===== src/rtl/lalign_pkg.sv =====
package lalign_pkg;

  localparam int READING_BITS_DEF = 12;
  localparam int SPEED_BITS_DEF   = 12;

  localparam int CFG_READ_W  = 12;
  localparam int CFG_SPEED_W = 11;
  localparam int CFG_COUNT_W = 8;
  localparam int CFG_TIME_W  = 16;
  localparam int CFG_INDEX_W = 3;
  localparam int CFG_DATA_W  = 16;

  localparam int DRIVE_W  = 16;
  localparam int STATUS_W = 2;
  localparam int M_DATA_W = 40;

  // max_speed / 100 as (max_speed * STEP_RECIP) >> STEP_SHIFT, exact below 2048
  localparam int STEP_RECIP = 5243;
  localparam int STEP_SHIFT = 19;
  localparam int STEP_W     = 5;

  localparam logic [CFG_COUNT_W-1:0] HIT_MAX     = '1;
  localparam logic [CFG_TIME_W-1:0]  ELAPSED_MAX = '1;

  localparam logic [CFG_READ_W-1:0]  RST_FULL_DRIVE    = 12'd100;
  localparam logic [CFG_READ_W-1:0]  RST_REVERSE_DRIVE = 12'd4000;
  localparam logic [CFG_SPEED_W-1:0] RST_MIN_SPEED     = 11'd150;
  localparam logic [CFG_SPEED_W-1:0] RST_MAX_SPEED     = 11'd1500;
  localparam logic [CFG_COUNT_W-1:0] RST_PRECISION     = 8'd25;
  localparam logic [CFG_TIME_W-1:0]  RST_TIMEOUT       = 16'd3000;

  typedef enum logic [1:0] {
    KIND_START  = 2'd0,
    KIND_SAMPLE = 2'd1,
    KIND_TICK   = 2'd2,
    KIND_NONE   = 2'd3
  } kind_t;

  typedef enum logic [1:0] {
    ST_IDLE = 2'd0,
    ST_RUN  = 2'd1,
    ST_DONE = 2'd2,
    ST_FAIL = 2'd3
  } status_t;

  typedef enum logic [CFG_INDEX_W-1:0] {
    CFG_FULL_DRIVE    = 3'd0,
    CFG_REVERSE_DRIVE = 3'd1,
    CFG_MIN_SPEED     = 3'd2,
    CFG_MAX_SPEED     = 3'd3,
    CFG_PRECISION     = 3'd4,
    CFG_TIMEOUT       = 3'd5
  } cfg_index_t;

  typedef enum logic [1:0] {
    S_IDLE,
    S_CALC,
    S_APPLY
  } top_state_t;

  typedef enum logic [1:0] {
    L_IDLE,
    L_MUL,
    L_DIV,
    L_FIN
  } lane_state_t;

  typedef struct packed {
    logic [CFG_READ_W-1:0]  full_drive;
    logic [CFG_READ_W-1:0]  reverse_drive;
    logic [CFG_SPEED_W-1:0] min_speed;
    logic [CFG_SPEED_W-1:0] max_speed;
    logic [CFG_COUNT_W-1:0] precision_count;
    logic [CFG_TIME_W-1:0]  timeout_ms;
  } cfg_t;

  typedef struct packed {
    logic  apply;
    kind_t kind;
    logic  direction;
  } merge_ctl_t;

  typedef struct packed {
    logic signed [DRIVE_W-1:0] left_drive;
    logic signed [DRIVE_W-1:0] right_drive;
    status_t                   status;
  } result_t;

endpackage


===== src/rtl/line_alignment_drive_controller.sv =====
// Channel  Direction  Handshake                Payload
// s_*      in         s_tvalid / s_tready      tuser kind; tdata direction, readings
// m_*      out        m_tvalid / m_tready      tdata left/right drive, status
// cfg_*    in         cfg_valid / cfg_ready    cfg_index, cfg_data
//
// A sample beat on an active run goes through the bit-serial divider in each side lane
// before its result is applied; start, tick, ignored and inactive-sample beats skip the
// lanes and are applied straight from the idle state.
// One beat is in flight at a time; the next is taken while the last result waits on m_*.
// rst is synchronous and active high; it restores the register defaults and an idle run.
// A stalled m_tready holds the result and holds the block in its final step until taken.
module line_alignment_drive_controller #(
  parameter int READING_BITS = lalign_pkg::READING_BITS_DEF,
  parameter int SPEED_BITS   = lalign_pkg::SPEED_BITS_DEF
) (
  input  logic                                 clk,
  input  logic                                 rst,
  input  logic                                 s_tvalid,
  output logic                                 s_tready,
  // direction, left_reading, right_reading (from bit 0 up)
  input  logic [((1 + 2*READING_BITS + 7) / 8) * 8 - 1:0] s_tdata,
  // kind
  input  logic [1:0]                           s_tuser,
  output logic                                 m_tvalid,
  input  logic                                 m_tready,
  // left_drive, right_drive, status (from bit 0 up)
  output logic [lalign_pkg::M_DATA_W-1:0]      m_tdata,
  input  logic                                 cfg_valid,
  output logic                                 cfg_ready,
  input  logic [lalign_pkg::CFG_INDEX_W-1:0]   cfg_index,
  input  logic [lalign_pkg::CFG_DATA_W-1:0]    cfg_data
);

  lalign_pkg::top_state_t state, state_next;
  lalign_pkg::cfg_t       cfg;
  lalign_pkg::kind_t      kind_q;
  logic                   dir_q;
  lalign_pkg::merge_ctl_t ctl;
  lalign_pkg::result_t    result;
  lalign_pkg::status_t    run_status;

  logic signed [SPEED_BITS-1:0]             left_speed, right_speed;
  logic signed [lalign_pkg::DRIVE_W-1:0]    left_drive, right_drive;
  logic                                     left_busy, right_busy;
  logic                                     in_accept, lane_start, out_free;

  assign cfg_ready = 1'b1;
  assign in_accept = s_tvalid && s_tready;
  assign out_free  = !m_tvalid || m_tready;

  // Register writes; unlisted indexes are dropped
  always_ff @(posedge clk) begin
    if (rst) begin
      cfg.full_drive      <= lalign_pkg::RST_FULL_DRIVE;
      cfg.reverse_drive   <= lalign_pkg::RST_REVERSE_DRIVE;
      cfg.min_speed       <= lalign_pkg::RST_MIN_SPEED;
      cfg.max_speed       <= lalign_pkg::RST_MAX_SPEED;
      cfg.precision_count <= lalign_pkg::RST_PRECISION;
      cfg.timeout_ms      <= lalign_pkg::RST_TIMEOUT;
    end else if (cfg_valid && cfg_ready) begin
      unique case (cfg_index)
        lalign_pkg::CFG_FULL_DRIVE:    cfg.full_drive      <= cfg_data[lalign_pkg::CFG_READ_W-1:0];
        lalign_pkg::CFG_REVERSE_DRIVE: cfg.reverse_drive   <= cfg_data[lalign_pkg::CFG_READ_W-1:0];
        lalign_pkg::CFG_MIN_SPEED:     cfg.min_speed       <= cfg_data[lalign_pkg::CFG_SPEED_W-1:0];
        lalign_pkg::CFG_MAX_SPEED:     cfg.max_speed       <= cfg_data[lalign_pkg::CFG_SPEED_W-1:0];
        lalign_pkg::CFG_PRECISION:     cfg.precision_count <= cfg_data[lalign_pkg::CFG_COUNT_W-1:0];
        lalign_pkg::CFG_TIMEOUT:       cfg.timeout_ms      <= cfg_data[lalign_pkg::CFG_TIME_W-1:0];
        default: ;
      endcase
    end
  end

  // Next state: only a sample on an active run goes through the lanes
  always_comb begin
    state_next = state;
    unique case (state)
      lalign_pkg::S_IDLE: begin
        if (in_accept) state_next = lane_start ? lalign_pkg::S_CALC : lalign_pkg::S_APPLY;
      end
      lalign_pkg::S_CALC: begin
        if (!left_busy && !right_busy) state_next = lalign_pkg::S_APPLY;
      end
      lalign_pkg::S_APPLY: begin
        if (out_free) state_next = lalign_pkg::S_IDLE;
      end
      default: state_next = lalign_pkg::S_IDLE;
    endcase
  end

  always_comb begin
    s_tready      = (state == lalign_pkg::S_IDLE);
    lane_start    = s_tvalid && (state == lalign_pkg::S_IDLE) &&
                    (lalign_pkg::kind_t'(s_tuser) == lalign_pkg::KIND_SAMPLE) &&
                    (run_status == lalign_pkg::ST_RUN);
    ctl.apply     = (state == lalign_pkg::S_APPLY) && out_free;
    ctl.kind      = kind_q;
    ctl.direction = dir_q;
  end

  always_ff @(posedge clk) begin
    if (rst) begin
      state <= lalign_pkg::S_IDLE;
    end else begin
      state <= state_next;
    end
  end

  // Hold the accepted beat's kind and direction until it is applied
  always_ff @(posedge clk) begin
    if (in_accept) begin
      kind_q <= lalign_pkg::kind_t'(s_tuser);
      dir_q  <= s_tdata[0];
    end
  end

  lalign_lane #(
    .READING_BITS (READING_BITS),
    .SPEED_BITS   (SPEED_BITS)
  ) u_lane_left (
    .clk     (clk),
    .rst     (rst),
    .start   (lane_start),
    .reading (s_tdata[READING_BITS:1]),
    .speed   (left_speed),
    .cfg     (cfg),
    .busy    (left_busy),
    .drive   (left_drive)
  );

  lalign_lane #(
    .READING_BITS (READING_BITS),
    .SPEED_BITS   (SPEED_BITS)
  ) u_lane_right (
    .clk     (clk),
    .rst     (rst),
    .start   (lane_start),
    .reading (s_tdata[2*READING_BITS:READING_BITS+1]),
    .speed   (right_speed),
    .cfg     (cfg),
    .busy    (right_busy),
    .drive   (right_drive)
  );

  lalign_merge #(
    .SPEED_BITS (SPEED_BITS)
  ) u_merge (
    .clk         (clk),
    .rst         (rst),
    .ctl         (ctl),
    .cfg         (cfg),
    .left_drive  (left_drive),
    .right_drive (right_drive),
    .left_speed  (left_speed),
    .right_speed (right_speed),
    .run_status  (run_status),
    .result      (result)
  );

  // Output register parts the result from the next beat's work
  always_ff @(posedge clk) begin
    if (rst) begin
      m_tvalid <= 1'b0;
    end else if (ctl.apply) begin
      m_tvalid <= 1'b1;
    end else if (m_tready) begin
      m_tvalid <= 1'b0;
    end
  end

  always_ff @(posedge clk) begin
    if (ctl.apply) begin
      m_tdata <= lalign_pkg::M_DATA_W'({result.status, result.right_drive, result.left_drive});
    end
  end

endmodule


===== src/rtl/lalign_lane.sv =====
module lalign_lane #(
  parameter int READING_BITS = lalign_pkg::READING_BITS_DEF,
  parameter int SPEED_BITS   = lalign_pkg::SPEED_BITS_DEF
) (
  input  logic                                clk,
  input  logic                                rst,
  input  logic                                start,
  input  logic [READING_BITS-1:0]             reading,
  input  logic signed [SPEED_BITS-1:0]        speed,
  input  lalign_pkg::cfg_t                    cfg,
  output logic                                busy,
  output logic signed [lalign_pkg::DRIVE_W-1:0] drive
);

  localparam int RX    = (READING_BITS > lalign_pkg::CFG_READ_W) ?
                         READING_BITS : lalign_pkg::CFG_READ_W;
  localparam int DM_W  = lalign_pkg::CFG_READ_W;
  localparam int PM_W  = RX + SPEED_BITS + 1;
  localparam int VW    = PM_W + 2;
  localparam int CNT_W = $clog2(PM_W);

  lalign_pkg::lane_state_t state, state_next;

  logic [RX-1:0]                a_mag;
  logic [SPEED_BITS-1:0]        b_mag;
  logic [DM_W-1:0]              dmag;
  logic                         dzero;
  logic                         neg;
  logic signed [SPEED_BITS-1:0] speed_q;
  logic [PM_W-1:0]              quot;
  logic [DM_W-1:0]              rem;
  logic [CNT_W-1:0]             cnt;

  logic signed [RX:0]           diff;
  logic signed [DM_W:0]         den;
  logic [DM_W:0]                rem_sh;
  logic signed [PM_W:0]         q_signed;
  logic signed [VW-1:0]         v;
  logic signed [lalign_pkg::DRIVE_W-1:0] v_sat;

  assign diff = $signed({1'b0, RX'(reading)}) - $signed({1'b0, RX'(cfg.full_drive)});
  assign den  = $signed({1'b0, cfg.reverse_drive}) - $signed({1'b0, cfg.full_drive});
  assign rem_sh = {rem, quot[PM_W-1]};

  assign q_signed = neg ? -$signed({1'b0, quot}) : $signed({1'b0, quot});
  assign v = VW'(q_signed) + VW'(speed_q);

  always_comb begin
    if (dzero) begin
      v_sat = '0;
    end else if (v > VW'(32767)) begin
      v_sat = 16'sh7FFF;
    end else if (v < -VW'(32768)) begin
      v_sat = 16'sh8000;
    end else begin
      v_sat = lalign_pkg::DRIVE_W'(v);
    end
  end

  always_comb begin
    state_next = state;
    unique case (state)
      lalign_pkg::L_IDLE: if (start) state_next = lalign_pkg::L_MUL;
      lalign_pkg::L_MUL:  state_next = dzero ? lalign_pkg::L_FIN : lalign_pkg::L_DIV;
      lalign_pkg::L_DIV:  if (cnt == CNT_W'(PM_W - 1)) state_next = lalign_pkg::L_FIN;
      lalign_pkg::L_FIN:  state_next = lalign_pkg::L_IDLE;
      default:            state_next = lalign_pkg::L_IDLE;
    endcase
  end

  always_comb begin
    busy = (state != lalign_pkg::L_IDLE);
  end

  always_ff @(posedge clk) begin
    if (rst) begin
      state <= lalign_pkg::L_IDLE;
    end else begin
      state <= state_next;
    end
  end

  // Sign and magnitude split so the divider works on unsigned values
  always_ff @(posedge clk) begin
    case (state)
      lalign_pkg::L_IDLE: begin
        if (start) begin
          a_mag   <= RX'(diff < 0 ? -diff : diff);
          b_mag   <= SPEED_BITS'(speed < 0 ? -speed : speed);
          dmag    <= DM_W'(den < 0 ? -den : den);
          dzero   <= (den == 0);
          neg     <= (diff < 0) ^ (speed > 0) ^ (den < 0);
          speed_q <= speed;
        end
      end
      lalign_pkg::L_MUL: begin
        quot <= {(PM_W - 1)'((PM_W - 1)'(a_mag) * (PM_W - 1)'(b_mag)), 1'b0};
        rem  <= '0;
        cnt  <= '0;
      end
      lalign_pkg::L_DIV: begin
        if (rem_sh >= {1'b0, dmag}) begin
          rem  <= DM_W'(rem_sh - {1'b0, dmag});
          quot <= {quot[PM_W-2:0], 1'b1};
        end else begin
          rem  <= rem_sh[DM_W-1:0];
          quot <= {quot[PM_W-2:0], 1'b0};
        end
        cnt <= cnt + 1'b1;
      end
      lalign_pkg::L_FIN: begin
        drive <= v_sat;
      end
      default: ;
    endcase
  end

endmodule


===== src/rtl/lalign_merge.sv =====
module lalign_merge #(
  parameter int SPEED_BITS = lalign_pkg::SPEED_BITS_DEF
) (
  input  logic                                  clk,
  input  logic                                  rst,
  input  lalign_pkg::merge_ctl_t                ctl,
  input  lalign_pkg::cfg_t                      cfg,
  input  logic signed [lalign_pkg::DRIVE_W-1:0] left_drive,
  input  logic signed [lalign_pkg::DRIVE_W-1:0] right_drive,
  output logic signed [SPEED_BITS-1:0]          left_speed,
  output logic signed [SPEED_BITS-1:0]          right_speed,
  output lalign_pkg::status_t                   run_status,
  output lalign_pkg::result_t                   result
);

  localparam int EW = ((SPEED_BITS > 12) ? SPEED_BITS : 12) + 2;
  localparam int MW = (EW > 18) ? EW : 18;
  localparam int DW = lalign_pkg::DRIVE_W + 1;

  logic left_seen, right_seen, forward_mode;
  logic [lalign_pkg::CFG_COUNT_W-1:0] settled_hits;
  logic [lalign_pkg::CFG_TIME_W-1:0]  elapsed_ms;
  logic [lalign_pkg::STEP_W-1:0]      step;

  logic signed [SPEED_BITS-1:0]       left_speed_next, right_speed_next;
  logic                               left_seen_next, right_seen_next, forward_mode_next;
  logic [lalign_pkg::CFG_COUNT_W-1:0] settled_hits_next;
  logic [lalign_pkg::CFG_TIME_W-1:0]  elapsed_ms_next;
  lalign_pkg::status_t                run_status_next;

  logic signed [EW-1:0] ls_x, rs_x, mn_x, max_x, step_x, ls_slow, rs_slow;
  logic signed [DW-1:0] ld_x, rd_x;
  logic [DW-1:0]        ld_mag, rd_mag;
  logic                 ls_seen_n, rs_seen_n, hit;

  function automatic logic [EW-1:0] absx(input logic signed [EW-1:0] val);
    return (val < 0) ? -val : val;
  endfunction

  function automatic logic signed [EW-1:0] slow_side(
    input logic signed [EW-1:0] spd,
    input logic                 seen,
    input logic                 fwd,
    input logic signed [EW-1:0] mn,
    input logic signed [EW-1:0] stp
  );
    logic signed [EW-1:0] s;
    s = spd;
    if (fwd) begin
      if (seen && s > mn) s = s - stp;
      if (s < mn) s = mn;
    end else begin
      if (seen && s < -mn) s = s + stp;
      if (s > -mn) s = -mn;
    end
    return s;
  endfunction

  assign ls_x   = EW'(left_speed);
  assign rs_x   = EW'(right_speed);
  assign mn_x   = $signed(EW'(cfg.min_speed));
  assign max_x  = $signed(EW'(cfg.max_speed));
  assign step_x = $signed(EW'(step));
  assign ld_x   = DW'(left_drive);
  assign rd_x   = DW'(right_drive);
  assign ld_mag = DW'(ld_x < 0 ? -ld_x : ld_x);
  assign rd_mag = DW'(rd_x < 0 ? -rd_x : rd_x);

  assign ls_seen_n = left_seen  | (MW'({ld_mag, 1'b0}) < MW'(absx(ls_x)));
  assign rs_seen_n = right_seen | (MW'({rd_mag, 1'b0}) < MW'(absx(rs_x)));
  assign ls_slow   = slow_side(ls_x, ls_seen_n, forward_mode, mn_x, step_x);
  assign rs_slow   = slow_side(rs_x, rs_seen_n, forward_mode, mn_x, step_x);
  assign hit = (absx(ls_slow) <= EW'(cfg.min_speed)) &&
               (absx(rs_slow) <= EW'(cfg.min_speed)) &&
               (ld_mag < DW'(cfg.min_speed)) && (rd_mag < DW'(cfg.min_speed));

  always_comb begin
    left_speed_next    = left_speed;
    right_speed_next   = right_speed;
    left_seen_next     = left_seen;
    right_seen_next    = right_seen;
    forward_mode_next  = forward_mode;
    settled_hits_next  = settled_hits;
    elapsed_ms_next    = elapsed_ms;
    run_status_next    = run_status;
    result.left_drive  = '0;
    result.right_drive = '0;
    unique case (ctl.kind)
      lalign_pkg::KIND_START: begin
        forward_mode_next = ctl.direction;
        left_speed_next   = SPEED_BITS'(ctl.direction ? max_x : -max_x);
        right_speed_next  = SPEED_BITS'(ctl.direction ? max_x : -max_x);
        left_seen_next    = 1'b0;
        right_seen_next   = 1'b0;
        settled_hits_next = '0;
        elapsed_ms_next   = '0;
        run_status_next   = (cfg.precision_count == '0) ? lalign_pkg::ST_DONE :
                                                          lalign_pkg::ST_RUN;
      end
      lalign_pkg::KIND_SAMPLE: begin
        if (run_status == lalign_pkg::ST_RUN) begin
          left_seen_next    = ls_seen_n;
          right_seen_next   = rs_seen_n;
          left_speed_next   = SPEED_BITS'(ls_slow);
          right_speed_next  = SPEED_BITS'(rs_slow);
          if (hit && settled_hits != lalign_pkg::HIT_MAX) begin
            settled_hits_next = settled_hits + 1'b1;
          end
          // timeout wins over settling on the same sample
          if (!ls_seen_n && !rs_seen_n && elapsed_ms > cfg.timeout_ms) begin
            run_status_next = lalign_pkg::ST_FAIL;
          end else if (settled_hits_next >= cfg.precision_count) begin
            run_status_next = lalign_pkg::ST_DONE;
          end else begin
            result.left_drive  = left_drive;
            result.right_drive = right_drive;
          end
        end
      end
      lalign_pkg::KIND_TICK: begin
        if (run_status == lalign_pkg::ST_RUN && elapsed_ms != lalign_pkg::ELAPSED_MAX) begin
          elapsed_ms_next = elapsed_ms + 1'b1;
        end
      end
      default: ;
    endcase
    result.status = run_status_next;
  end

  always_ff @(posedge clk) begin
    step <= lalign_pkg::STEP_W'((32'(cfg.max_speed) * lalign_pkg::STEP_RECIP)
                                >> lalign_pkg::STEP_SHIFT);
  end

  always_ff @(posedge clk) begin
    if (rst) begin
      left_speed   <= '0;
      right_speed  <= '0;
      left_seen    <= 1'b0;
      right_seen   <= 1'b0;
      forward_mode <= 1'b0;
      settled_hits <= '0;
      elapsed_ms   <= '0;
      run_status   <= lalign_pkg::ST_IDLE;
    end else if (ctl.apply) begin
      left_speed   <= left_speed_next;
      right_speed  <= right_speed_next;
      left_seen    <= left_seen_next;
      right_seen   <= right_seen_next;
      forward_mode <= forward_mode_next;
      settled_hits <= settled_hits_next;
      elapsed_ms   <= elapsed_ms_next;
      run_status   <= run_status_next;
    end
  end

endmodule


===== config.mk =====
export PLATFORM = sky130hd
export DESIGN_NAME = line_alignment_drive_controller
export DESIGN_NICKNAME = d
export VERILOG_FILES = /design/src/rtl/lalign_pkg.sv /design/src/rtl/line_alignment_drive_controller.sv /design/src/rtl/lalign_lane.sv /design/src/rtl/lalign_merge.sv
export SDC_FILE = /design/constraint.sdc
export NUM_CORES = 2
export LEC_CHECK = 0
export ABC_AREA = 0
export BUFFER_PORTS_ARGS = -buffer_cell sky130_fd_sc_hd__buf_2
export CAP_MARGIN = 20
export CORE_UTILIZATION = 65
export DETAILED_ROUTE_END_ITERATION = 10
export PLACE_DENSITY = 0.91
export SETUP_SLACK_MARGIN = 0.5
export SYNTH_ARGS = -nofsm -noshare
export SYNTH_HDL_FRONTEND = slang
export SYNTH_SLANG_ARGS = --single-unit
export TNS_END_PERCENT = 10

===== constraint.sdc =====
create_clock -name clk -period 15.11 [get_ports clk]
set_input_delay 0.7555 -clock clk [delete_from_list [all_inputs] [get_ports clk]]
set_output_delay 0.7555 -clock clk [all_outputs]
set_load 0.01 [all_outputs]

; ---- Yosys cells after proc, flatten, opt, wreduce, memory -nomap -nowiden
; Cells that the tools add are included.
; W data, S select, Z words.
[word_totals]
register_bits = 388
elab_cells = 278
[classes]
n_mul = 3
eq_ne = 30
n_reduce_logical = 53
add_sub_neg = 30
bitwise = 8
muxes = 76
magnitude_cmp = 33
[op_table]
columns = cell, n
row1 = $mux W14, 18
row2 = $mux W12, 10
row3 = $pmux W25 S2, 2
row4 = $pmux W12 S2, 4
row5 = $neg A12 Y12, 5
row6 = $add A26 B12 Y27, 2
row7 = $gt A27 B16 Y1 const B, 2
row8 = $lt A27 B16 Y1 const B, 2
row9 = $mux W26, 2
row10 = $neg A25 Y26, 2
row11 = $mul A12 B12 Y24, 2
row12 = $mux W16, 3
row13 = $lt A13 B1 Y1 const B, 3
row14 = $sub A12 B12 Y13, 3
row15 = $lt A18 B14 Y1, 2
row16 = $lt A17 B11 Y1, 2
row17 = $mux W17, 2
row18 = $neg A16 Y17, 2
row19 = $logic_not A32 Y1, 1
row20 = $lt A16 B1 Y1 const B, 2
row21 = $mux W8, 4
row22 = $pmux W16 S2, 1
row23 = $mux W15, 2
row24 = $gt A14 B14 Y1, 2
row25 = other kinds (53), 153

; ---- Depth between registers and ports, before layout
[depth]
ltp_word = 25
mapped_depth = 64
depth_no_buf = 61

; ---- Hierarchy
; From an unflattened synthesis, not the netlist that was laid out.
[hier_totals]
cells_unflattened = 5019
hier_area_um2 = 44375.1
[modules_own_cells]
columns = mod, area_per_inst_um2, cells_each, seq_area_each_um2, n_inst
row1 = lalign_merge, 14453.9, 1849, 1161.1, 1
row2 = lalign_lane at u_lane_right, 13106.3, 1423, 3253.1, 1
row3 = lalign_lane at u_lane_left, 12913.6, 1398, 3253.1, 1
row4 = line_alignment_drive_controller, 3901.2, 349, 2572.5, 1

; ---- Worst setup path before layout
; No wires, ideal clock.
[synth_path]
kind = register -> register
start = register u_merge.left_speed[7]
end = register m_tdata[15] (netlist name), data pin
setup_ns = 0.132
path_slack_ns = 4.449
arrival_ns = 10.530
path_stages_with_launch = 57
required_ns = 14.978
n_path_buf = 5
synth_period_minus_slack_ns = 10.661
path_cell_list = dfxtp_1 > clkbuf_1 > or3_1 > or2_2 > nor3_1 > ha_1 > inv_1 > ha_1 > a21o_1 > a21o_1 > a221oi_2 > o211ai_2 > buf_2 > or3_1 > xnor2_1 > ha_1 > a21oi_1 > nor2_1 > [21 not listed] > a311oi_2 > o31ai_4 > or2_1 > buf_6 > mux2_4 > ha_1 > a21o_1 > a21o_1 > a21o_1 > a21oi_1 > nor2b_1 > o21ai_0 > nand2b_1 > a21oi_1 > nor2b_1 > and3_1 > clkbuf_1 > and2_1
[synth_between]
elab_chain_len = 22
elab_cells_between_ends = 36
[synth_lines]
columns = item, line
row1 = from (decl), lalign_merge.sv:10  ; output logic signed [SPEED_BITS-1:0] left_speed,
row2 = from (signal assigned), lalign_merge.sv:146  ; left_speed <= left_speed_next;
row3 = $neg A12 Y14 / $lt A12 B1 Y1 (equally long branches), lalign_merge.sv:37  ; return (val < 0) ? -val : val;
row4 = $mux W14, lalign_merge.sv:37
row5 = $lt A18 B14 Y1, lalign_merge.sv:69  ; assign ls_seen_n = left_seen | (MW'({ld_mag, 1'b0}) < MW'(absx(ls_x)));
row6 = $or A1 B1 Y1, lalign_merge.sv:69
row7 = "$logic_and A1 B1 Y1, on equally long branches", "lalign_merge.sv:53, lalign_merge.sv:50"
row8 = "$mux W14, on equally long branches", "lalign_merge.sv:53, lalign_merge.sv:50"
row9 = $mux W14, lalign_merge.sv:49  ; if (fwd) begin
row10 = $gt A14 B14 Y1 / $lt A14 B12 Y1 (equally long branches), "lalign_merge.sv:54, lalign_merge.sv:51"
row11 = [6 not listed], --
row12 = $logic_and A1 B1 Y1, lalign_merge.sv:74  ; (absx(rs_slow) <= EW'(cfg.min_speed)) &&
row13 = $logic_and A1 B1 Y1, lalign_merge.sv:75  ; (ld_mag < DW'(cfg.min_speed)) && (rd_mag < DW'(cfg.min_speed));
row14 = $logic_and A1 B1 Y1, lalign_merge.sv:106  ; if (hit && settled_hits != lalign_pkg::HIT_MAX) begin
row15 = $mux W8, lalign_merge.sv:106
row16 = $mux W8, lalign_merge.sv:101  ; if (run_status == lalign_pkg::ST_RUN) begin
row17 = $mux W8, lalign_merge.sv:88  ; unique case (ctl.kind)
row18 = $ge A8 B8 Y1, lalign_merge.sv:112  ; end else if (settled_hits_next >= cfg.precision_count) begin
row19 = $reduce_or A4 Y1 (no line) *, --
row20 = to (signal assigned), line_alignment_drive_controller.sv:172  ; m_tdata <= lalign_pkg::M_DATA_W'({result.status, result.right_drive, result.left_drive});
row21 = to (decl), line_alignment_drive_controller.sv:27  ; output logic [lalign_pkg::M_DATA_W-1:0] m_tdata,
; Mark *: on every way between the ends. The rest lies on a longest branch, timed or not. The select of a mux whose other input is x is not followed.
; A chain may end at the register's enable or synchronous reset.

; ---- Final worst setup path
[layout_path]
start = register u_merge.left_speed[2]
end = register m_tdata[2] (netlist name), data pin
; Same word-level chain as after synthesis.

==> results.tsv <==
metric	value	unit
status	finished clean	
synth_edf_count	251	
vias_per_cell	6.444	
ys.flop_type	edfxtp_1	
synth_compound_area_share	14.71	%
syn_area	42150	um2
synth_top_cell_by_area	edfxtp_1	
net-switching-power	0.001545	W
min_path_type	primary input to flop	
synthAdderAreaFrac	28.58	%
clock_path_buffers	3	
cts_resized	0	
critPathRequiredTime	15580	ps
initial_core_util	66.33	%
worst_path_max_delay_cell	a2111oi_0	
wl_per_cell	21.37	um
p_per_area	90.87	nW/um2
diodes	0	
maxSlewViolCount	0	
drive_above_1_share	5.904	%
yosys_warnings	0	
rsz0062_at_grt	false	
final_nets	5677	
overflow	0	
cts_tree	yes	
grt_pass1_wl	191.2	mm
dp_hpwl	91.39	mm
vias	36667	
wirelength	121.6	mm
hold_viol	0	
setup-tns-final	0	ps
htree_levels	2	
clock_sinks	386	
combPwrFrac	37.9	%
ys_seq_area_share	24.29	%
layout_commonest_cell	nand2_1	
clkSlewWorstSetupHoldPaths	60	ps
synthArstFlopShare	0	%
leakagePower	20.13	nW
power_frac_clock	28.1	%
cts-root-buf	clkbuf_16	
gp_congestion	1.029	
critPathMaxStageDelay	520	ps
cp_common_cell	ha_1	
route.detailed.drc	0	
cp_max_fo	32	
first_global_vias	36316	
synth_top_family_by_area	adder cells	
track_usage	36.59	%
worst_skew_pair.late_latency	620	ps
cts_made_buffers	45	
finalSetupViolCount	0	
synth_simple_gate_area_share	17.58	%
rows	92	
coreArea	63540	um2
slew_headroom	25.54	%
grt_max_degree	82	
final_area	44860	um2
p_int	0.002532	W
synth_mux_area_share	1.674	%
port_buffers	86	
placed_cell_area	43270	um2
syn_to_final_growth	6.442	%
cts_hold_buf	0	
start_kind	flop	
drtAntennaViolNets	0	
ios	101	
layout_common_cells	nand2_1 (640), inv_1 (564), ha_1 (558)	
layout_min_cycle_time	13170	ps
antenna_found_initial	4	
die-width	256.6	um
synth.distinct_cells	104	
ys_ff_latch	386	
synth.top_cell.area_share	17.88	%
drtPass1Iterations	9	
die_area	65860	um2
synth_cells	4798	
endpoint_kind	flop	
vdd_drop_max	0.0001049	V
power_frac_seq	34.0	%
crit_type	flop to flop	
fp.dieH	256.6	um
post_cts_buffers	0	
synth_area_per_cell	8.784	um2
fin_crit_sh	87.16	%
drt_iter0_drc	4260	
worst_pin_slew	1117	ps
cap_violations	0	
synth_xor_area_share	6.400	%
timing.fmax	75.93	MHz
crit_arrival	13640	ps
finalClockSkew	16.27	ps
synth_area_leaders	edfxtp_1 (18%), ha_1 (17%), fa_1 (12%)	
sw_frac_of_total	37.89	%
## path summary, 6_finish.rpt
path	from	to	slack [ps]	cells past startpoint
hold reg to reg	cfg[62]	cfg[62]	450	2
setup reg to reg	u_merge.left_speed[2]	m_tdata[2]	1940	52
hold / removal	s_tdata[0]	dir_q	330	1
setup / recovery	u_merge.left_speed[2]	m_tdata[2]	1940	52
## power groups by stage
stage,combinational (W),sequential (W),clock (W)
3_5_place_dp,0.00149,0.00140,0
6_report,0.00155,0.00139,0.00114
4_1_cts,0.00151,0.00138,0.00114
3_3_place_gp,0.00141,0.00139,0
5_1_grt,0.00171,0.00139,0.00118
2_1_floorplan,0.00114,0.00135,0
## registers in the layout (all words and copies together) (netlist names), 5 cells and up
name and flops:
cfg 70, m_tdata 34, u_lane_left.a_mag 12, u_lane_left.b_mag 11
u_lane_left.cnt 5, u_lane_left.dmag 12, u_lane_left.drive 16, u_lane_left.quot 25
u_lane_left.rem 12, u_lane_left.speed_q 12, u_lane_right.a_mag 12, u_lane_right.b_mag 11
u_lane_right.cnt 5, u_lane_right.dmag 12, u_lane_right.drive 16, u_lane_right.quot 25
u_lane_right.rem 12, u_lane_right.speed_q 12, u_merge.elapsed_ms 16, u_merge.left_speed 12
u_merge.right_speed 12, u_merge.settled_hits 8, u_merge.step 5
## layer usage
| metal | vias up | GRT usage, % | wire (um) |
|---|---|---|---|
| met5 | - | 0 | 61 |
| met4 | 8 | 20.32 | 7751 |
| met3 | 597 | 8.758 | 14960 |
| met2 | 2355 | 57.88 | 53700 |
| met1 | 17159 | 46.03 | 45140 |
| li1 | 16548 | - | - |
## per-stage QoR
stage	instances	hold slack [ps]	total power, W	setup WS [ps]	util [%]
after floorplan	4807	436.3	0.002488	4449	-
after CTS	5685	320.5	0.004031	1752	70.47
final	5690	334.4	0.004076	1939	70.60
after global routing	5690	338.0	0.004283	1203	70.60
after global placement	5600	441.9	0.002806	2086	68.08
after detailed placement	5601	446.8	0.002882	1870	68.10
## worst max-delay path, delay by kind of cell, from the launching register on
kind / cells / cell delay [ps]
AOI/OAI and AO/OA: 23 / 5920
and+or+nand+nor: 19 / 3920
adders and majority gates: 6 / 1840
xor gates and xnor gates: 3 / 630
DFF: 1 / 460
buffers and inverters: 1 / 190
## cells by family (layout without fill, tap and decap cells)
logic type                 count (synthesis)  after routing
and+or+nand+nor                         1523           1523
AOI/OAI and AO/OA                        960            960
adders and majority gates                812            812
buffers and inverters                    742            779
DFF                                      386            386
xor gates and xnor gates                 308            308
muxes                                     65             65
other                                      2             11
## final cells by class
| class | count | area, um2 |
|---|---|---|
| Clock inverter | 27 | 261.5 |
| Timing Repair Buffer | 130 | 813.3 |
| Multi-Input combinational cell | 3679 | 29130 |
| Sequential cell | 386 | 10240 |
| Tap cell | 846 | 1059 |
| Fill cell | 4452 | 18680 |
| Inverter | 565 | 2121 |
| Clock buffer | 57 | 1244 |
## cell usage after synthesis (29+ instances only)
library cell / count
o21a_1: 41
nand2_1: 640
a21o_1: 60
fa_1: 251
clkbuf_1: 153
and2_1: 144
o21ai_0: 244
nand4_1: 44
dfxtp_1: 135
o211ai_1: 60
nand2b_1: 58
a21oi_1: 254
or3_1: 47
edfxtp_1: 251
nor2b_1: 50
and3_1: 29
xor2_1: 86
nand3_1: 82
xnor2_1: 222
nor3_1: 69
a211oi_1: 33
nor2_1: 228
inv_1: 565
o31ai_1: 54
mux2i_1: 38
ha_1: 561
No activity file was read; power rests on OpenSTA's default activity.
